### src/rtl/rrts_pkg.sv
// ============================================================================
// rrts_pkg: shared types and codes for the round-robin task scheduler
// Holds request, result-status and run-state codes, the controller state
// type and the command and status bundles between controller and datapath.
// ============================================================================
package rrts_pkg;

    // Request kinds carried in the func field.
    typedef enum logic [2:0] {
        FN_CREATE     = 3'd0,
        FN_SWITCH     = 3'd1,
        FN_SEM_INIT   = 3'd2,
        FN_SEM_WAIT   = 3'd3,
        FN_SEM_SIGNAL = 3'd4
    } t_func;

    // Result status codes.
    typedef enum logic [1:0] {
        ST_OK        = 2'd0,
        ST_FULL      = 2'd1,
        ST_NO_RUN    = 2'd2,
        ST_NO_WAITER = 2'd3
    } t_status;

    // Per-task run state.
    typedef enum logic [1:0] {
        RUN_CREATED = 2'd0,
        RUN_READY   = 2'd1,
        RUN_RUNNING = 2'd2
    } t_run;

    // Saturation limits of a semaphore count.
    localparam logic signed [15:0] SEM_MIN = 16'sh8000;
    localparam logic signed [15:0] SEM_MAX = 16'sh7fff;

    // Controller states.
    typedef enum logic [3:0] {
        S_IDLE,
        S_DISPATCH,
        S_CREATE_WR,
        S_CREATE_LINK,
        S_SWITCH_WR,
        S_WAIT_WR,
        S_SIG_START,
        S_WALK_RD,
        S_WALK_CHK,
        S_SW_DATA,
        S_DONE
    } t_state;

    // Commands from the controller to the datapath.
    typedef struct packed {
        logic capture;
        logic sem_wr;
        logic res_full;
        logic ctl_rd_cur;
        logic create_wr;
        logic create_link;
        logic switch_wr;
        logic wait_wr;
        logic walk_init;
        logic ctl_rd_p;
        logic walk_step;
        logic sp_rd_p;
        logic sig_clear;
        logic res_no_run;
        logic res_no_waiter;
        logic switch_fin;
        logic out_load;
    } t_dp_cmd;

    // Status from the datapath to the controller.
    typedef struct packed {
        logic [2:0] func;
        logic       table_full;
        logic       sem_ok;
        logic       wait_blocks;
        logic       signal_walks;
        logic       walk_match;
        logic       walk_last;
        logic       out_free;
    } t_dp_sts;

endpackage

### src/rtl/rrts_ram.sv
// ============================================================================
// rrts_ram: generic single-write, single-read RAM
// One write port and one read port; read data is registered and holds
// its value until the next read enable.
// ============================================================================
module rrts_ram #(
    parameter int WIDTH = 32,
    parameter int DEPTH = 8,
    localparam int ADDR_W = (DEPTH > 1) ? $clog2(DEPTH) : 1
) (
    input  logic              i_clk,
    input  logic              i_wr_en,
    input  logic [ADDR_W-1:0] i_wr_addr,
    input  logic [WIDTH-1:0]  i_wr_data,
    input  logic              i_rd_en,
    input  logic [ADDR_W-1:0] i_rd_addr,
    output logic [WIDTH-1:0]  o_rd_data
);

    logic [WIDTH-1:0] r_mem [DEPTH];
    logic [WIDTH-1:0] r_rd_data;

    // Storage array with a registered read port.
    always_ff @(posedge i_clk) begin
        if (i_wr_en) begin
            r_mem[i_wr_addr] <= i_wr_data;
        end
        if (i_rd_en) begin
            r_rd_data <= r_mem[i_rd_addr];
        end
    end

    assign o_rd_data = r_rd_data;

endmodule

### src/rtl/rrts_ctrl.sv
// ============================================================================
// rrts_ctrl: request sequencer of the task scheduler
// Decodes each accepted request and steps the datapath through table
// reads, writes and the ring walk, then hands the result to the output.
// ============================================================================
module rrts_ctrl
    import rrts_pkg::*;
(
    input  logic    i_clk,
    input  logic    i_rst_n,
    input  logic    i_in_valid,
    output logic    o_in_stall,
    input  t_dp_sts i_sts,
    output t_dp_cmd o_cmd
);

    t_state r_state;
    t_state n_state;

    // State register.
    always_ff @(posedge i_clk) begin
        if (!i_rst_n) begin
            r_state <= S_IDLE;
        end else begin
            r_state <= n_state;
        end
    end

    // Next-state logic.
    always_comb begin
        n_state = r_state;
        unique case (r_state)
            S_IDLE: begin
                if (i_in_valid) begin
                    n_state = S_DISPATCH;
                end
            end
            S_DISPATCH: begin
                unique case (i_sts.func)
                    FN_CREATE: begin
                        n_state = i_sts.table_full ? S_DONE : S_CREATE_WR;
                    end
                    FN_SWITCH: begin
                        n_state = S_SWITCH_WR;
                    end
                    FN_SEM_WAIT: begin
                        n_state = (i_sts.sem_ok && i_sts.wait_blocks) ? S_WAIT_WR : S_DONE;
                    end
                    FN_SEM_SIGNAL: begin
                        n_state = (i_sts.sem_ok && i_sts.signal_walks) ? S_SIG_START : S_DONE;
                    end
                    default: begin
                        n_state = S_DONE;
                    end
                endcase
            end
            S_CREATE_WR:   n_state = S_CREATE_LINK;
            S_CREATE_LINK: n_state = S_DONE;
            S_SWITCH_WR:   n_state = S_WALK_RD;
            S_WAIT_WR:     n_state = S_DONE;
            S_SIG_START:   n_state = S_WALK_RD;
            S_WALK_RD:     n_state = S_WALK_CHK;
            S_WALK_CHK: begin
                if (i_sts.walk_match) begin
                    n_state = (i_sts.func == FN_SWITCH) ? S_SW_DATA : S_DONE;
                end else if (i_sts.walk_last) begin
                    n_state = S_DONE;
                end
            end
            S_SW_DATA: n_state = S_DONE;
            S_DONE: begin
                if (i_sts.out_free) begin
                    n_state = S_IDLE;
                end
            end
            default: n_state = S_IDLE;
        endcase
    end

    // Command outputs.
    always_comb begin
        o_cmd      = '0;
        o_in_stall = (r_state != S_IDLE);
        unique case (r_state)
            S_IDLE: begin
                o_cmd.capture = i_in_valid;
            end
            S_DISPATCH: begin
                unique case (i_sts.func)
                    FN_CREATE: begin
                        o_cmd.res_full   = i_sts.table_full;
                        o_cmd.ctl_rd_cur = !i_sts.table_full;
                    end
                    FN_SWITCH: begin
                        o_cmd.ctl_rd_cur = 1'b1;
                    end
                    FN_SEM_INIT: begin
                        o_cmd.sem_wr = i_sts.sem_ok;
                    end
                    FN_SEM_WAIT: begin
                        o_cmd.sem_wr     = i_sts.sem_ok;
                        o_cmd.ctl_rd_cur = i_sts.sem_ok && i_sts.wait_blocks;
                    end
                    FN_SEM_SIGNAL: begin
                        o_cmd.sem_wr     = i_sts.sem_ok;
                        o_cmd.ctl_rd_cur = i_sts.sem_ok && i_sts.signal_walks;
                    end
                    default: begin
                    end
                endcase
            end
            S_CREATE_WR: begin
                o_cmd.create_wr = 1'b1;
            end
            S_CREATE_LINK: begin
                o_cmd.create_link = 1'b1;
            end
            S_SWITCH_WR: begin
                o_cmd.switch_wr = 1'b1;
                o_cmd.walk_init = 1'b1;
            end
            S_WAIT_WR: begin
                o_cmd.wait_wr = 1'b1;
            end
            S_SIG_START: begin
                o_cmd.walk_init = 1'b1;
            end
            S_WALK_RD: begin
                o_cmd.ctl_rd_p = 1'b1;
            end
            S_WALK_CHK: begin
                if (i_sts.walk_match) begin
                    o_cmd.sp_rd_p   = (i_sts.func == FN_SWITCH);
                    o_cmd.sig_clear = (i_sts.func != FN_SWITCH);
                end else if (i_sts.walk_last) begin
                    o_cmd.res_no_run    = (i_sts.func == FN_SWITCH);
                    o_cmd.res_no_waiter = (i_sts.func != FN_SWITCH);
                end else begin
                    o_cmd.walk_step = 1'b1;
                end
            end
            S_SW_DATA: begin
                o_cmd.switch_fin = 1'b1;
            end
            S_DONE: begin
                o_cmd.out_load = i_sts.out_free;
            end
            default: begin
            end
        endcase
    end

endmodule

### src/rtl/rrts_dpath.sv
// ============================================================================
// rrts_dpath: task table, semaphores and result register of the scheduler
// Keeps the ring links, block tags and run states in one RAM with per-slot
// valid bits, stack pointers and entry addresses in two RAMs, the
// semaphore counts in registers, and drives the output register.
// ============================================================================
module rrts_dpath
    import rrts_pkg::*;
#(
    parameter int TASK_SLOTS = 8,
    parameter int SEM_COUNT  = 8
) (
    input  logic               i_clk,
    input  logic               i_rst_n,
    input  logic [2:0]         i_func,
    input  logic [31:0]        i_entry_addr,
    input  logic [31:0]        i_stack_base,
    input  logic [15:0]        i_stack_bytes,
    input  logic [31:0]        i_saved_sp,
    input  logic [2:0]         i_sem_index,
    input  logic signed [15:0] i_init_count,
    input  t_dp_cmd            i_cmd,
    output t_dp_sts            o_sts,
    input  logic               i_out_stall,
    output logic               o_out_valid,
    output logic [2:0]         o_task_id,
    output logic [31:0]        o_next_sp,
    output logic               o_start_new,
    output logic [31:0]        o_start_entry,
    output logic               o_switch_request,
    output logic [1:0]         o_status
);

    localparam int SLOT_W = $clog2(TASK_SLOTS);
    localparam int USED_W = $clog2(TASK_SLOTS + 1);
    localparam int TAG_W  = $clog2(SEM_COUNT + 1);
    localparam int SEM_W  = (SEM_COUNT > 1) ? $clog2(SEM_COUNT) : 1;
    localparam int CTL_W  = 2 + TAG_W + SLOT_W;

    // Latched request fields.
    logic [2:0]         r_func;
    logic [31:0]        r_entry_addr;
    logic [31:0]        r_stack_top;
    logic [31:0]        r_saved_sp;
    logic [2:0]         r_sem_index;
    logic signed [15:0] r_init_count;

    // Scheduler state.
    logic [SLOT_W-1:0]     r_cur;
    logic [USED_W-1:0]     r_used;
    logic [TASK_SLOTS-1:0] r_ctl_v;
    logic                  r_rd_v;
    logic signed [15:0]    r_sem [SEM_COUNT];

    // Ring walk.
    logic [SLOT_W-1:0] r_p;
    logic [SLOT_W-1:0] r_cnt;
    logic [TAG_W-1:0]  r_want;

    // Pending result and output register.
    logic [2:0]  r_res_task_id;
    logic [31:0] r_res_next_sp;
    logic        r_res_start_new;
    logic [31:0] r_res_start_entry;
    logic        r_res_sw_req;
    t_status     r_res_status;
    logic        r_out_valid;
    logic [2:0]  r_out_task_id;
    logic [31:0] r_out_next_sp;
    logic        r_out_start_new;
    logic [31:0] r_out_start_entry;
    logic        r_out_sw_req;
    t_status     r_out_status;

    // RAM ports.
    logic              ctl_wr_en;
    logic [SLOT_W-1:0] ctl_wr_addr;
    logic [CTL_W-1:0]  ctl_wr_data;
    logic              ctl_rd_en;
    logic [SLOT_W-1:0] ctl_rd_addr;
    logic [CTL_W-1:0]  ctl_q;
    logic [CTL_W-1:0]  ctl_eff;
    logic              sp_wr_en;
    logic [SLOT_W-1:0] sp_wr_addr;
    logic [31:0]       sp_wr_data;
    logic [31:0]       sp_q;
    logic [31:0]       entry_q;

    logic [SLOT_W-1:0]  q_next;
    logic [TAG_W-1:0]   q_tag;
    logic [1:0]         q_state;
    logic [SLOT_W-1:0]  new_slot;
    logic [SEM_W-1:0]   sem_idx;
    logic [TAG_W-1:0]   sem_tag;
    logic signed [15:0] sem_cur;
    logic signed [15:0] sem_dec;
    logic signed [15:0] sem_inc;
    logic               sem_ok;
    logic               start_new;
    logic               out_free;

    // Control word fields; a slot never written reads as all zero.
    assign ctl_eff  = r_rd_v ? ctl_q : '0;
    assign q_next   = ctl_eff[SLOT_W-1:0];
    assign q_tag    = ctl_eff[SLOT_W +: TAG_W];
    assign q_state  = ctl_eff[SLOT_W + TAG_W +: 2];
    assign new_slot = r_used[SLOT_W-1:0];

    // Semaphore arithmetic with saturation.
    assign sem_ok  = (32'(r_sem_index) < 32'(SEM_COUNT));
    assign sem_idx = SEM_W'(r_sem_index);
    assign sem_tag = TAG_W'(r_sem_index) + TAG_W'(1);
    assign sem_cur = r_sem[sem_idx];
    assign sem_dec = (sem_cur != SEM_MIN) ? (sem_cur - 16'sd1) : sem_cur;
    assign sem_inc = (sem_cur != SEM_MAX) ? (sem_cur + 16'sd1) : sem_cur;

    assign start_new = (q_state != RUN_READY);
    assign out_free  = !r_out_valid || !i_out_stall;

    // Status toward the controller.
    always_comb begin
        o_sts.func         = r_func;
        o_sts.table_full   = (r_used >= USED_W'(TASK_SLOTS));
        o_sts.sem_ok       = sem_ok;
        o_sts.wait_blocks  = (sem_dec < 16'sd0);
        o_sts.signal_walks = (sem_inc <= 16'sd0);
        o_sts.walk_match   = (q_tag == r_want);
        o_sts.walk_last    = (r_cnt == SLOT_W'(TASK_SLOTS - 1));
        o_sts.out_free     = out_free;
    end

    // Control RAM read port: current slot, walk pointer, or next link.
    always_comb begin
        ctl_rd_en   = i_cmd.ctl_rd_cur || i_cmd.ctl_rd_p || i_cmd.walk_step;
        ctl_rd_addr = r_cur;
        if (i_cmd.ctl_rd_p) begin
            ctl_rd_addr = r_p;
        end else if (i_cmd.walk_step) begin
            ctl_rd_addr = q_next;
        end
    end

    // Control RAM write port.
    always_comb begin
        ctl_wr_en   = 1'b1;
        ctl_wr_addr = r_cur;
        ctl_wr_data = {q_state, q_tag, q_next};
        if (i_cmd.create_wr) begin
            ctl_wr_addr = new_slot;
            ctl_wr_data = {RUN_CREATED, TAG_W'(0), q_next};
        end else if (i_cmd.create_link) begin
            ctl_wr_data = {q_state, q_tag, new_slot};
        end else if (i_cmd.switch_wr) begin
            ctl_wr_data = {RUN_READY, q_tag, q_next};
        end else if (i_cmd.wait_wr) begin
            ctl_wr_data = {q_state, sem_tag, q_next};
        end else if (i_cmd.sig_clear) begin
            ctl_wr_addr = r_p;
            ctl_wr_data = {q_state, TAG_W'(0), q_next};
        end else if (i_cmd.switch_fin) begin
            ctl_wr_addr = r_p;
            ctl_wr_data = {RUN_RUNNING, q_tag, q_next};
        end else begin
            ctl_wr_en = 1'b0;
        end
    end

    // Stack pointer RAM write port: new stack top or saved pointer.
    always_comb begin
        sp_wr_en   = i_cmd.create_wr || i_cmd.switch_wr;
        sp_wr_addr = i_cmd.create_wr ? new_slot : r_cur;
        sp_wr_data = i_cmd.create_wr ? r_stack_top : r_saved_sp;
    end

    rrts_ram #(
        .WIDTH (CTL_W),
        .DEPTH (TASK_SLOTS)
    ) u_ctl_ram (
        .i_clk     (i_clk),
        .i_wr_en   (ctl_wr_en),
        .i_wr_addr (ctl_wr_addr),
        .i_wr_data (ctl_wr_data),
        .i_rd_en   (ctl_rd_en),
        .i_rd_addr (ctl_rd_addr),
        .o_rd_data (ctl_q)
    );

    rrts_ram #(
        .WIDTH (32),
        .DEPTH (TASK_SLOTS)
    ) u_sp_ram (
        .i_clk     (i_clk),
        .i_wr_en   (sp_wr_en),
        .i_wr_addr (sp_wr_addr),
        .i_wr_data (sp_wr_data),
        .i_rd_en   (i_cmd.sp_rd_p),
        .i_rd_addr (r_p),
        .o_rd_data (sp_q)
    );

    rrts_ram #(
        .WIDTH (32),
        .DEPTH (TASK_SLOTS)
    ) u_entry_ram (
        .i_clk     (i_clk),
        .i_wr_en   (i_cmd.create_wr),
        .i_wr_addr (new_slot),
        .i_wr_data (r_entry_addr),
        .i_rd_en   (i_cmd.sp_rd_p),
        .i_rd_addr (r_p),
        .o_rd_data (entry_q)
    );

    // Request capture; the stack top is formed here, wrapping at 32 bits.
    always_ff @(posedge i_clk) begin
        if (i_cmd.capture) begin
            r_func       <= i_func;
            r_entry_addr <= i_entry_addr;
            r_stack_top  <= i_stack_base + {16'd0, i_stack_bytes} - 32'd1;
            r_saved_sp   <= i_saved_sp;
            r_sem_index  <= i_sem_index;
            r_init_count <= i_init_count;
        end
    end

    // Valid bits of the control RAM, read alongside its data.
    always_ff @(posedge i_clk) begin
        if (!i_rst_n) begin
            r_ctl_v <= '0;
            r_rd_v  <= 1'b0;
        end else begin
            if (ctl_wr_en) begin
                r_ctl_v[ctl_wr_addr] <= 1'b1;
            end
            if (ctl_rd_en) begin
                r_rd_v <= r_ctl_v[ctl_rd_addr];
            end
        end
    end

    // Current slot and table fill.
    always_ff @(posedge i_clk) begin
        if (!i_rst_n) begin
            r_cur  <= '0;
            r_used <= USED_W'(1);
        end else begin
            if (i_cmd.create_link) begin
                r_used <= r_used + USED_W'(1);
            end
            if (i_cmd.switch_fin) begin
                r_cur <= r_p;
            end
        end
    end

    // Semaphore counts.
    always_ff @(posedge i_clk) begin
        if (!i_rst_n) begin
            for (int k = 0; k < SEM_COUNT; k++) begin
                r_sem[k] <= 16'sd0;
            end
        end else if (i_cmd.sem_wr) begin
            case (r_func)
                FN_SEM_INIT:   r_sem[sem_idx] <= r_init_count;
                FN_SEM_WAIT:   r_sem[sem_idx] <= sem_dec;
                FN_SEM_SIGNAL: r_sem[sem_idx] <= sem_inc;
                default:       r_sem[sem_idx] <= sem_cur;
            endcase
        end
    end

    // Ring walk pointer, step count and the tag being looked for.
    always_ff @(posedge i_clk) begin
        if (i_cmd.walk_init) begin
            r_p    <= q_next;
            r_cnt  <= '0;
            r_want <= (r_func == FN_SWITCH) ? TAG_W'(0) : sem_tag;
        end else if (i_cmd.walk_step) begin
            r_p   <= q_next;
            r_cnt <= r_cnt + SLOT_W'(1);
        end
    end

    // Pending result fields.
    always_ff @(posedge i_clk) begin
        if (i_cmd.capture) begin
            r_res_task_id     <= 3'(r_cur);
            r_res_next_sp     <= '0;
            r_res_start_new   <= 1'b0;
            r_res_start_entry <= '0;
            r_res_sw_req      <= 1'b0;
            r_res_status      <= ST_OK;
        end
        if (i_cmd.res_full) begin
            r_res_task_id <= '0;
            r_res_status  <= ST_FULL;
        end
        if (i_cmd.create_wr) begin
            r_res_task_id <= 3'(new_slot);
        end
        if (i_cmd.wait_wr) begin
            r_res_sw_req <= 1'b1;
        end
        if (i_cmd.res_no_run) begin
            r_res_next_sp <= r_saved_sp;
            r_res_status  <= ST_NO_RUN;
        end
        if (i_cmd.res_no_waiter) begin
            r_res_status <= ST_NO_WAITER;
        end
        if (i_cmd.switch_fin) begin
            r_res_task_id     <= 3'(r_p);
            r_res_next_sp     <= sp_q;
            r_res_start_new   <= start_new;
            r_res_start_entry <= start_new ? entry_q : 32'd0;
        end
    end

    // Output register: one result beat, held while stalled.
    always_ff @(posedge i_clk) begin
        if (!i_rst_n) begin
            r_out_valid <= 1'b0;
        end else if (i_cmd.out_load) begin
            r_out_valid <= 1'b1;
        end else if (!i_out_stall) begin
            r_out_valid <= 1'b0;
        end
    end

    always_ff @(posedge i_clk) begin
        if (i_cmd.out_load) begin
            r_out_task_id     <= r_res_task_id;
            r_out_next_sp     <= r_res_next_sp;
            r_out_start_new   <= r_res_start_new;
            r_out_start_entry <= r_res_start_entry;
            r_out_sw_req      <= r_res_sw_req;
            r_out_status      <= r_res_status;
        end
    end

    assign o_out_valid      = r_out_valid;
    assign o_task_id        = r_out_task_id;
    assign o_next_sp        = r_out_next_sp;
    assign o_start_new      = r_out_start_new;
    assign o_start_entry    = r_out_start_entry;
    assign o_switch_request = r_out_sw_req;
    assign o_status         = r_out_status;

endmodule

### src/rtl/round_robin_task_scheduler_semaphores.sv
// ============================================================================
// round_robin_task_scheduler_semaphores: ring task scheduler with semaphores
// Creates tasks into a slot ring, switches round robin past blocked tasks
// and keeps saturating counting semaphores that block and wake tasks.
// ============================================================================
// One request at a time. Create writes the new slot and then links it into the
// ring, and a blocking wait tags the current task with its semaphore. Switch and
// a waking signal walk the ring one slot per cycle until a slot matches or every
// slot has been checked. The next request is taken once the result is in the
// output register. Reset is synchronous and leaves the idle task in slot 0 as
// the only, current task.
module round_robin_task_scheduler_semaphores
    import rrts_pkg::*;
#(
    parameter int TASK_SLOTS = 8,
    parameter int SEM_COUNT  = 8
) (
    input  logic               i_clk,
    input  logic               i_rst_n,
    input  logic               i_in_valid,
    output logic               o_in_stall,
    input  logic [2:0]         i_func,
    input  logic [31:0]        i_entry_addr,
    input  logic [31:0]        i_stack_base,
    input  logic [15:0]        i_stack_bytes,
    input  logic [31:0]        i_saved_sp,
    input  logic [2:0]         i_sem_index,
    input  logic signed [15:0] i_init_count,
    output logic               o_out_valid,
    input  logic               i_out_stall,
    output logic [2:0]         o_task_id,
    output logic [31:0]        o_next_sp,
    output logic               o_start_new,
    output logic [31:0]        o_start_entry,
    output logic               o_switch_request,
    output logic [1:0]         o_status
);

    t_dp_cmd cmd;
    t_dp_sts sts;

    // Request sequencer.
    rrts_ctrl u_ctrl (
        .i_clk      (i_clk),
        .i_rst_n    (i_rst_n),
        .i_in_valid (i_in_valid),
        .o_in_stall (o_in_stall),
        .i_sts      (sts),
        .o_cmd      (cmd)
    );

    // Task table, semaphores and result register.
    rrts_dpath #(
        .TASK_SLOTS (TASK_SLOTS),
        .SEM_COUNT  (SEM_COUNT)
    ) u_dpath (
        .i_clk            (i_clk),
        .i_rst_n          (i_rst_n),
        .i_func           (i_func),
        .i_entry_addr     (i_entry_addr),
        .i_stack_base     (i_stack_base),
        .i_stack_bytes    (i_stack_bytes),
        .i_saved_sp       (i_saved_sp),
        .i_sem_index      (i_sem_index),
        .i_init_count     (i_init_count),
        .i_cmd            (cmd),
        .o_sts            (sts),
        .i_out_stall      (i_out_stall),
        .o_out_valid      (o_out_valid),
        .o_task_id        (o_task_id),
        .o_next_sp        (o_next_sp),
        .o_start_new      (o_start_new),
        .o_start_entry    (o_start_entry),
        .o_switch_request (o_switch_request),
        .o_status         (o_status)
    );

    // A result is loaded only when the output register can take it.
    a_load_free: assert property (@(posedge i_clk) disable iff (!i_rst_n)
        cmd.out_load |-> sts.out_free)
        else $error("result loaded into a busy output register");

    // An accepted beat closes the input until its result is loaded into the output register.
    a_one_inflight: assert property (@(posedge i_clk) disable iff (!i_rst_n)
        (i_in_valid && !o_in_stall) |=> o_in_stall)
        else $error("input accepted twice in a row");

    // The walk never steps past a matching slot.
    a_walk_stop: assert property (@(posedge i_clk) disable iff (!i_rst_n)
        cmd.walk_step |-> !sts.walk_match)
        else $error("ring walk stepped past a match");

endmodule
### config.mk
export PLATFORM = sky130hd
export DESIGN_NAME = round_robin_task_scheduler_semaphores
export DESIGN_NICKNAME = d
export VERILOG_FILES = /design/src/rtl/rrts_pkg.sv /design/src/rtl/rrts_ram.sv /design/src/rtl/rrts_ctrl.sv /design/src/rtl/rrts_dpath.sv /design/src/rtl/round_robin_task_scheduler_semaphores.sv
export SDC_FILE = /design/constraint.sdc
export NUM_CORES = 1
export LEC_CHECK = 0
export BUFFER_PORTS_ARGS = -buffer_cell sky130_fd_sc_hd__buf_2
export CORE_MARGIN = 1.5
export CORE_UTILIZATION = 45
export CTS_BUF_LIST = sky130_fd_sc_hd__clkbuf_8
export CTS_CLUSTER_DIAMETER = 50
export CTS_CLUSTER_SIZE = 40
export DETAILED_ROUTE_END_ITERATION = 16
export SLEW_MARGIN = 40
export SYNTH_ARGS = -nofsm -noshare
export SYNTH_HDL_FRONTEND = slang
export SYNTH_HIERARCHICAL = 1
export SYNTH_SLANG_ARGS = --single-unit
### constraint.sdc
create_clock -name i_clk -period 20.8 [get_ports i_clk]
set_input_delay 0 -clock i_clk [delete_from_list [all_inputs] [get_ports i_clk]]
set_output_delay 0 -clock i_clk [all_outputs]
set_load 0.01 [all_outputs]
# Yosys cells after proc, flatten, opt, wreduce, memory -nomap -nowiden
# Memory sizes are Yosys's and may differ from the RTL's. A register that Yosys moved wholly into a read port is not among the register bits.
# Cells that the tools add are included.
# op_classes
add_sub_neg	7
n_lt_le_gt_ge	6
eq_ne	24
muxes	106
bitwise	4
reduce_logical	23
# op_table
op	n
2-to-1 mux 32 bit	6
2-to-1 mux 16 bit	6
2-to-1 mux 9 bit	7
2-to-1 mux 3 bit	18
2-to-1 mux 1 bit	50
adder 32 x 16 -> 32 bit	1
!= test 16 bit (second input constant)	2
case mux 4 bit (8 select lines)	1
subtractor 32 x 1 -> 32 bit (second input constant)	1
2-to-1 mux 4 bit	7
adder 16 x 2 -> 16 bit (second input constant)	1
== test 4 x 3 -> 1 bit (second input constant)	4
<= comparator 16 x 1 -> 1 bit (second input constant)	1
< comparator 16 x 1 -> 1 bit (second input constant)	1
case mux 4 bit (4 select lines)	1
OR reduction 16 bit	1
subtractor 16 x 2 -> 16 bit (second input constant)	1
== test 4 bit (second input constant)	3
2-to-1 mux 2 bit	6
== test 4 x 2 -> 1 bit (second input constant)	2
< comparator 3 x 4 -> 1 bit (second input constant)	2
OR 8 bit	1
nonzero test 4 bit	2
== test 3 x 2 -> 1 bit (second input constant)	2
other kinds (28)	43
# word_totals
ff_bits	291
ramBits	712
in_bits	138
output_inout_bits	73
wordCells	202
memories	4
# mem_list
memory	words	width	read_ports	rd_clocked_by_memory_dff	wr	line	source
u_dpath.u_entry_ram.r_mem	8	32	1	1	1	rrts_ram.sv:20	logic [WIDTH-1:0] r_mem [DEPTH];
u_dpath.u_sp_ram.r_mem	8	32	1	1	1	rrts_ram.sv:20	
u_dpath.r_sem	8	16	1	1	8	rrts_dpath.sv:53	logic signed [15:0] r_sem [SEM_COUNT];
u_dpath.u_ctl_ram.r_mem	8	9	1	1	1	rrts_ram.sv:20	

# Longest topological paths before layout
# Gate-level depths: netlist of the first run.
# logic_depth
word_depth	14
depth_mapped	20
mapped_depth_nobuf	16

# By module
# Netlist of the first run, hierarchy kept.
# modules_own_cells
mod	instances	cells_per_inst	area_each_um2
rrts_ram at u_dpath.u_entry_ram ...	2	415	10786.6
rrts_dpath	1	1499	20121.8
rrts_ram at u_dpath.u_ctl_ram	1	126	3109.2
rrts_ctrl	1	72	504.2

# Worst setup path before layout of the first run
# No wires, ideal clock.
# synth_timing
path_type	register to register
start	register u_ctrl.r_state[3]
end	register u_dpath.r_res_task_id[0], enable pin
setup_time_ps	302
t_arrival_ps	7450
slack_ps	13048
stages_incl_launch_ff	7
synth_period_minus_slack_ps	7752
cell_sequence	dfxtp_1 > buf_6 > or2_4 > or3_4 > nor2_1 > or2_2 > or3_1
# synth_rtl
item	line	source
from (decl)	rrts_ctrl.sv:17	t_state r_state;
from (signal assigned)	rrts_ctrl.sv:25	r_state <= n_state;
to (signal assigned)	rrts_dpath.sv:287	r_res_task_id <= 3'(r_cur);
to (signal assigned)	rrts_dpath.sv:299	r_res_task_id <= 3'(new_slot);
to (signal assigned)	rrts_dpath.sv:312	r_res_task_id <= 3'(r_p);
to (decl)	rrts_dpath.sv:61	logic [2:0] r_res_task_id;

==> impl_metrics.env, run 1 <==
export IMPL_post_route_drc_count=0
export IMPL_areaGrowthSynthToFinish_pct=17.0
export IMPL_rr_endpoint="u_dpath/u_ctl_ram/o_rd_data[6]"
export IMPL_ff2ff_path_depth=15
export IMPL_yosysSeqAreaShare=0.708
export IMPL_number_of_unique_standard_cell_types_used_by_synthesis=109
export IMPL_largest_net_degree_at_the_start_of_global_routing=105
export IMPL_detail_route_wirelength_mm=105
export IMPL_routedWlPerCell_um=23.7
export IMPL_min_delay_path_class="primary input to flop"
export IMPL_fin_crit_ns=5.04
export IMPL_routed_via_count=24900
export IMPL_post_cts_sizing=0
export IMPL_hold_end="u_dpath/r_stack_top[8]"
export IMPL_first_global_vias=25700
export IMPL_antenna_violations_before_repair=4
export IMPL_grt_remaining_overflow=0
export IMPL_nets_in_the_synthesized_netlist=2720
export IMPL_timing_critical_path_required_ns=21.23
export IMPL_gpl_final_weighted_congestion=0.862
export IMPL_timing_final_max_slew_violations=0
export IMPL_master_of_the_slowest_instance_on_the_critical_path="sky130_fd_sc_hd__mux4_1"
export IMPL_synth_seq_cells=1079
export IMPL_syn_avg_cell_area_um2=17.9
export IMPL_placement_rows=116
export IMPL_finalSetupViolCount=0
export IMPL_yosysWarningCount=6
export IMPL_io_pin_count=211
export IMPL_synth_edf_count=1049
export IMPL_worst_ep_arrival_time_ns=5.47
export IMPL_clkLatencyLatePin_ns=0.79
export IMPL_timing_hold_worst_path_depth=6
export IMPL_setup_worst_path_class="flop to flop"
export IMPL_total_half_perimeter_wirelength_after_legalization_and_detailed_placement_mm=60.9
export IMPL_timing_clock_skew_ns=0.0427
export IMPL_startpoint_type="flop"
export IMPL_syn_cell_area_mm2=0.0453
export IMPL_clockRootBuffer="sky130_fd_sc_hd__clkbuf_8"
export IMPL_cts_reportedPaths_clkPinSlew_ns=0.10
export IMPL_grt_util_all_layers=0.206
export IMPL_port_buffers=210
export IMPL_p_per_area_mw_per_mm2=108
export IMPL_tritoncts_clock_tree="built"
export IMPL_met2_usage=0.350
export IMPL_slew_limit_headroom=0.433
export IMPL_grt_met1_usage=0.279
export IMPL_ant_nets=0
export IMPL_filler_free_cell_count_of_the_finished_design=4436
export IMPL_via_per_inst=5.60
export IMPL_run_status="complete, no violations"
export IMPL_starting_density=0.453
export IMPL_report_final_hold_viol_count=0
export IMPL_postSynth_asyncResetShare=0
export IMPL_core_area_mm2=0.100
export IMPL_cp_cell_sequence="buf_4 > mux4_1 > mux2i_4 > inv_1 > ha_1 > nor2b_2 > and2_0 > nand3_2 > o21ai_0 > nand4b_1 > o22ai_1 > nand4b_1 > a22o_1 > nor2_1 > or3_1"
export IMPL_die_x_um=320
export IMPL_synth_ff_type="sky130_fd_sc_hd__edfxtp_1"
export IMPL_maxCapViolCount=0
export IMPL_hold_path_startpoint="i_stack_base[8]"
export IMPL_grt_setup_unrepaired="no"
export IMPL_post_place_cells=3972
export IMPL_full_die_area_mm2=0.103
export IMPL_tns_ns=0
export IMPL_post_route_cells_drive_above_1_share=0.241
export IMPL_cts_sink_count=1079
export IMPL_worst_setup_path_end_kind="flop"
export IMPL_ff_to_ff_setup_slack_ns=15.76
export IMPL_max_freq_mhz=199
export IMPL_top_usage_layer="met2"
export IMPL_total_power_w=0.00573
export IMPL_drt_first_iter_violations=2117
export IMPL_hold_ws_ns=0.0761
export IMPL_cts_max_path_buffers=3
export IMPL_critical_path_top_cell_by_count="sky130_fd_sc_hd__nand4b_1"
export IMPL_synthesis_instances=2527
export IMPL_number_of_buffers_created_by_cts=108
export IMPL_final_min_period_over_clock_period=0.242
export IMPL_vdd_ir_drop_max_mv=0.0863
export IMPL_drt_pass1_iterations=7
export IMPL_groute_layer_met3_usage=0.0326
export IMPL_fin_nets=3234
export IMPL_worst_stage_delay_on_the_critical_path_ns=0.68
export IMPL_grt_pass1_wl_mm=158
export IMPL_die_height_um=320
export IMPL_htree_num_levels=3
export IMPL_worst_slew_pin_slew_ns=0.848
export IMPL_power_static_leakage_nw=18.3
export IMPL_critical_path_peak_fanout=35
## how the worst max path moves through the flow
stage,end,slack [ns],cells after the start
after CTS,u_dpath/r_rd_v,15.77,17
after global placement,u_dpath/r_rd_v,15.83,15
after floorplan,u_dpath/r_res_task_id[0],13.05,6
after detailed placement,u_dpath/r_rd_v,15.78,17
after global routing,u_dpath/r_rd_v,15.46,17
final,u_dpath/u_ctl_ram/o_rd_data[6],15.76,15
## registers in the layout, summed over array words and instances (netlist names), 4 cells and up, named ones only
| register | flops |
|---|---|
| u_ctrl/r_state | 4 |
| u_dpath/o_next_sp | 32 |
| u_dpath/u_sp_ram/o_rd_data | 32 |
| u_dpath/u_ctl_ram/r_mem | 72 |
| u_dpath/r_used | 4 |
| u_dpath/r_res_start_entry | 32 |
| u_dpath/o_start_entry | 32 |
| u_dpath/r_res_next_sp | 32 |
| u_dpath/r_ctl_v | 8 |
| u_dpath/r_sem | 128 |
| u_dpath/u_entry_ram/r_mem | 256 |
| u_dpath/r_want | 4 |
| u_dpath/u_sp_ram/r_mem | 256 |
| u_dpath/r_init_count | 16 |
| u_dpath/r_stack_top | 32 |
| u_dpath/r_entry_addr | 32 |
| u_dpath/u_ctl_ram/o_rd_data | 9 |
| u_dpath/u_entry_ram/o_rd_data | 32 |
| u_dpath/r_saved_sp | 32 |
## layer usage
layer / part of all wire / vias up
li1: - / 11200
met1: 0.43 / 12800
met2: 0.50 / 683
met3: 0.050 / 158
met4: 0.020 / 0
met5: 0 / -
## report_power, final
part | switching, W | leakage [nW] | internal (W)
Sequential | 0.000120 | 9.99 | 0.00281
Clock | 0.000819 | 1.25 | 0.000660
Combinational | 0.000809 | 7.08 | 0.000511
## repair_timing
item	CTS	global route
endpoints found under the hold margin	190	0
buffers inserted	0	0
hold buffers	256	0
## Yosys cell counts, drive strengths merged, types with 6 or more instances
master   count  area, µm²
nor3        42        253
a21o        13       97.6
inv        104        390
nand3       34        193
a31oi       13        111
nor4        17        106
ha          54        676
nor2       159        619
a22o        34        298
or3          9       66.3
a21oi       73        380
xnor2       28        245
nor2b       15       96.3
or2          9       58.8
o211ai       7       52.6
nand3b       6       48.8
mux4       177       4380
xor2        14        123
o31ai       12       95.1
buf         63        518
nand4        8       50.1
a21boi       6       45.0
nand2       89        347
o21a        16        120
nor3b       11       87.6
clkbuf      44        166
nand2b      22        138
a211oi      14        110
mux2       117       1330
and2        50        315
mux2i       37        440
a311oi      10       87.6
a2111oi      6       77.6
edfxtp    1049      31500
o21ai       48        255
o21bai       8       60.1
dfxtp       30        601
and3        10       62.6
## worst max-delay path: cells and delay by family (launching register included)
| kind | cells | cell delay, ns |
|---|---|---|
| and+or+nand+nor | 7 | 1.79 |
| muxes | 2 | 1.05 |
| AOI/OAI and AO/OA | 3 | 0.68 |
| buffers and inverters | 2 | 0.56 |
| DFF | 1 | 0.32 |
| adders and majority gates | 1 | 0.26 |
## final cells by class
class | count | area, µm²
diodes | 2 | 5.00
clock inverters | 97 | 1010
fillers | 7957 | 47000
flip-flops and latches | 1079 | 32100
multi-input cells | 1237 | 12400
repair buffers | 511 | 4020
clock buffers | 108 | 1490
inverters | 104 | 390
well taps | 1298 | 1620
## metrics by stage
step           utilization  setup WS [ns]  instance area (µm²)
4_1_cts              0.530          15.77                53000
3_5_place_dp         0.479          15.78                47900
6_report             0.530          15.76                53000
5_1_grt              0.530          15.46                53000
3_3_place_gp         0.478          15.83                47800
2_1_floorplan            -          13.05                45300
## kinds of logic (layout without fill, tap and decap cells)
group / count (synthesis) / in the layout / share of synthesized area
AOI/OAI and AO/OA: 315 / 315 / 0.0524
xor gates and xnor gates: 42 / 42 / 0.00812
adders and majority gates: 55 / 55 / 0.0154
buffers and inverters: 211 / 820 / 0.0237
DFF: 1079 / 1079 / 0.708
muxes: 331 / 331 / 0.136
other: 1 / 3 / 0.0000828
and+or+nand+nor: 493 / 493 / 0.0562
## layout by cell type, fill, tap and decap left out, types with 69 or more instances in the layout
cell	count
sky130_fd_sc_hd__a21oi_1	69
sky130_fd_sc_hd__mux4_1	105
sky130_fd_sc_hd__mux4_2	72
sky130_fd_sc_hd__dlygate4sd3_1	256
sky130_fd_sc_hd__nand2_1	75
sky130_fd_sc_hd__mux2_2	115
sky130_fd_sc_hd__inv_1	108
sky130_fd_sc_hd__clkbuf_8	108
sky130_fd_sc_hd__edfxtp_1	1049
sky130_fd_sc_hd__nor2_1	130
sky130_fd_sc_hd__buf_2	210
Note: power is estimated with default switching activity, not from simulation.
==> inputs of run 2 (changes only) <==
==> constraint.sdc (replaced) <==
create_clock -name i_clk -period 5 [get_ports i_clk]
set_input_delay 0 -clock i_clk [delete_from_list [all_inputs] [get_ports i_clk]]
set_output_delay 0 -clock i_clk [all_outputs]
set_load 0.01 [all_outputs]
==> run 2 against run 1 <==
Register-to-register slack got worse by 15 ns; largest power group unchanged; clock-buffer cell count down 1; total power rose to 4.2 times the previous value; critical path type unchanged; combinational power grew to 4.3 times the previous value; largest cell class unchanged; global-route usage hardly changed; via count grew 0.33%.
==> impl_metrics.env, run 2 (same netlist as run 1, synthesis figures left out) <==
export IMPL_cts_max_path_buffers=3
export IMPL_fin_nets=3281
export IMPL_min_delay_path_class="primary input to flop"
export IMPL_post_route_drc_count=0
export IMPL_slew_limit_headroom=0.405
export IMPL_largestRegisters="u_dpath/u_entry_ram/r_mem x256, u_dpath/u_sp_ram/r_mem x256, u_dpath/r_sem x128"
export IMPL_startpoint_type="flop"
export IMPL_run_status="complete, no violations"
export IMPL_placement_rows=116
export IMPL_detail_route_wirelength_mm=106
export IMPL_grt_util_all_layers=0.206
export IMPL_final_core_utilization=0.534
export IMPL_max_freq_mhz=221
export IMPL_layout_cells_most_common_list="sky130_fd_sc_hd__edfxtp_1, sky130_fd_sc_hd__dlygate4sd3_1, sky130_fd_sc_hd__buf_2, sky130_fd_sc_hd__nor2_1, sky130_fd_sc_hd__mux2_2"
export IMPL_clockRootBuffer="sky130_fd_sc_hd__clkbuf_8"
export IMPL_number_of_buffers_created_by_cts=106
export IMPL_cts_sink_count=1079
export IMPL_comb_power_share=0.233
export IMPL_cts_reportedPaths_clkPinSlew_ns=0.10
export IMPL_seq_power_share=0.509
export IMPL_port_buffers=210
export IMPL_sw_frac_of_total=0.311
export IMPL_timing_clock_skew_ns=0.0779
export IMPL_power_internal_w=0.0166
export IMPL_tns_ns=0
export IMPL_core_area_mm2=0.100
export IMPL_power_static_leakage_nw=18.6
export IMPL_timing_critical_path_required_ns=5.47
export IMPL_post_cts_hold_buffer_count=252
export IMPL_final_min_period_over_clock_period=0.907
export IMPL_drt_pass1_iterations=7
export IMPL_starting_density=0.453
export IMPL_clkLatencyLatePin_ns=0.82
export IMPL_tritoncts_clock_tree="built"
export IMPL_power_share_clock=0.259
export IMPL_antenna_violations_before_repair=4
export IMPL_routed_via_count=24900
export IMPL_post_route_cells_drive_above_1_share=0.250
export IMPL_hold_path_startpoint="i_stack_base[6]"
export IMPL_setup_buffers_after_cts=0
export IMPL_p_per_area_mw_per_mm2=452
export IMPL_grt_setup_unrepaired="no"
export IMPL_grt_pass1_wl_mm=158
export IMPL_via_per_inst=5.57
export IMPL_worst_slew_pin_slew_ns=0.887
export IMPL_timing_final_max_slew_violations=0
export IMPL_vdd_ir_drop_max_mv=0.363
export IMPL_finalSetupViolCount=0
export IMPL_ant_nets=0
export IMPL_io_pin_count=211
export IMPL_power_switching_w=0.00749
export IMPL_total_half_perimeter_wirelength_after_legalization_and_detailed_placement_mm=63.5
export IMPL_full_die_area_mm2=0.103
export IMPL_fin_crit_ns=4.53
export IMPL_worst_ep_arrival_time_ns=5.00
export IMPL_areaGrowthSynthToFinish_pct=17.8
export IMPL_setup_worst_path_class="flop to flop"
export IMPL_maxCapViolCount=0
export IMPL_die_height_um=320
export IMPL_critical_path_peak_fanout=28
export IMPL_die_x_um=320
export IMPL_htree_num_levels=3
export IMPL_post_cts_sizing=0
export IMPL_report_final_hold_viol_count=0
export IMPL_worst_setup_path_end_kind="flop"
export IMPL_largest_net_degree_at_the_start_of_global_routing=131
export IMPL_layout_commonest_cell="sky130_fd_sc_hd__edfxtp_1"
export IMPL_gpl_final_weighted_congestion=0.866
export IMPL_routedWlPerCell_um=23.7
export IMPL_first_global_vias=25900
export IMPL_grt_remaining_overflow=0
export IMPL_drt_first_iter_violations=2100
-- run 2: cell count changes in the layout (fill, tap and decap cells not counted), sizes merged, moves of 3 or more --
cell	change
dlygate4sd3	-4
inv	+7
buf	+54
clkinvlp	-6
bufinv	-3
-- run 2: layer usage --
metal | share of wire | GRT usage | vias up | wire [µm]
met5 | 0 | 0 | - | 0
met4 | 0.027 | 0.0642 | 0 | 2910
met3 | 0.048 | 0.0299 | 165 | 5080
met2 | 0.50 | 0.352 | 695 | 52900
met1 | 0.43 | 0.273 | 12800 | 45200
li1 | - | - | 11300 | -
-- run 2: power by group through the flow --
| stage | Sequential [W] | Clock (W) | Combinational (W) |
|---|---|---|---|
| after floorplan | 0.0122 | 0 | 0.00384 |
| after global placement | 0.0124 | 0 | 0.00533 |
| after detailed placement | 0.0125 | 0 | 0.00545 |
| after CTS | 0.0123 | 0.00642 | 0.00567 |
| after global routing | 0.0124 | 0.00674 | 0.00606 |
| final | 0.0123 | 0.00624 | 0.00561 |
-- run 2: layout make-up --
class | instances | area (µm²)
fillers | 7857 | 46600
flip-flops and latches | 1079 | 32100
multi-input cells | 1237 | 12300
repair buffers | 560 | 4410
well taps | 1298 | 1620
clock buffers | 107 | 1470
clock inverters | 93 | 1080
inverters | 104 | 393
diodes | 1 | 2.50
-- run 2: stage by stage --
stage	hold WS, ns	std cells	setup WS (ns)	cell area [µm²]	power, W
2_1_floorplan	0.0989	2527	0.155	45300	0.0160
5_1_grt	0.0488	4479	0.107	53400	0.0252
6_report	0.0671	4479	0.466	53400	0.0241
4_1_cts	0.00363	4476	0.451	53300	0.0244
3_5_place_dp	0.178	4024	0.535	48300	0.0179
3_3_place_gp	0.176	4023	0.505	48200	0.0178
-- run 2: path summary, 6_finish.rpt --
| path | to | slack [ns] | cells after the start |
|---|---|---|---|
| min reg2reg | u_dpath/o_next_sp[27] | 0.42 | 0 |
| max reg2reg | u_dpath/u_ctl_ram/o_rd_data[5] | 0.47 | 15 |
| min | u_dpath/r_stack_top[6] | 0.07 | 6 |
| max | u_dpath/u_ctl_ram/o_rd_data[5] | 0.47 | 15 |
-- run 2: worst max-delay path: stages, from the launching register on --
cell and delay [ns]:
sky130_fd_sc_hd__dfxtp_2 0.87, sky130_fd_sc_hd__buf_12 0.26, sky130_fd_sc_hd__mux4_2 0.32, sky130_fd_sc_hd__mux2i_2 0.54
sky130_fd_sc_hd__nor3_2 0.15, sky130_fd_sc_hd__a31oi_1 0.26, sky130_fd_sc_hd__o21bai_1 0.11, sky130_fd_sc_hd__a2111oi_0 0.40
sky130_fd_sc_hd__buf_4 0.19, sky130_fd_sc_hd__nand4b_1 0.10, sky130_fd_sc_hd__o22ai_1 0.19, sky130_fd_sc_hd__nand4b_1 0.15
sky130_fd_sc_hd__a22o_1 0.27, sky130_fd_sc_hd__nor2_1 0.10, sky130_fd_sc_hd__or3_1 0.16, sky130_fd_sc_hd__buf_12 0.14
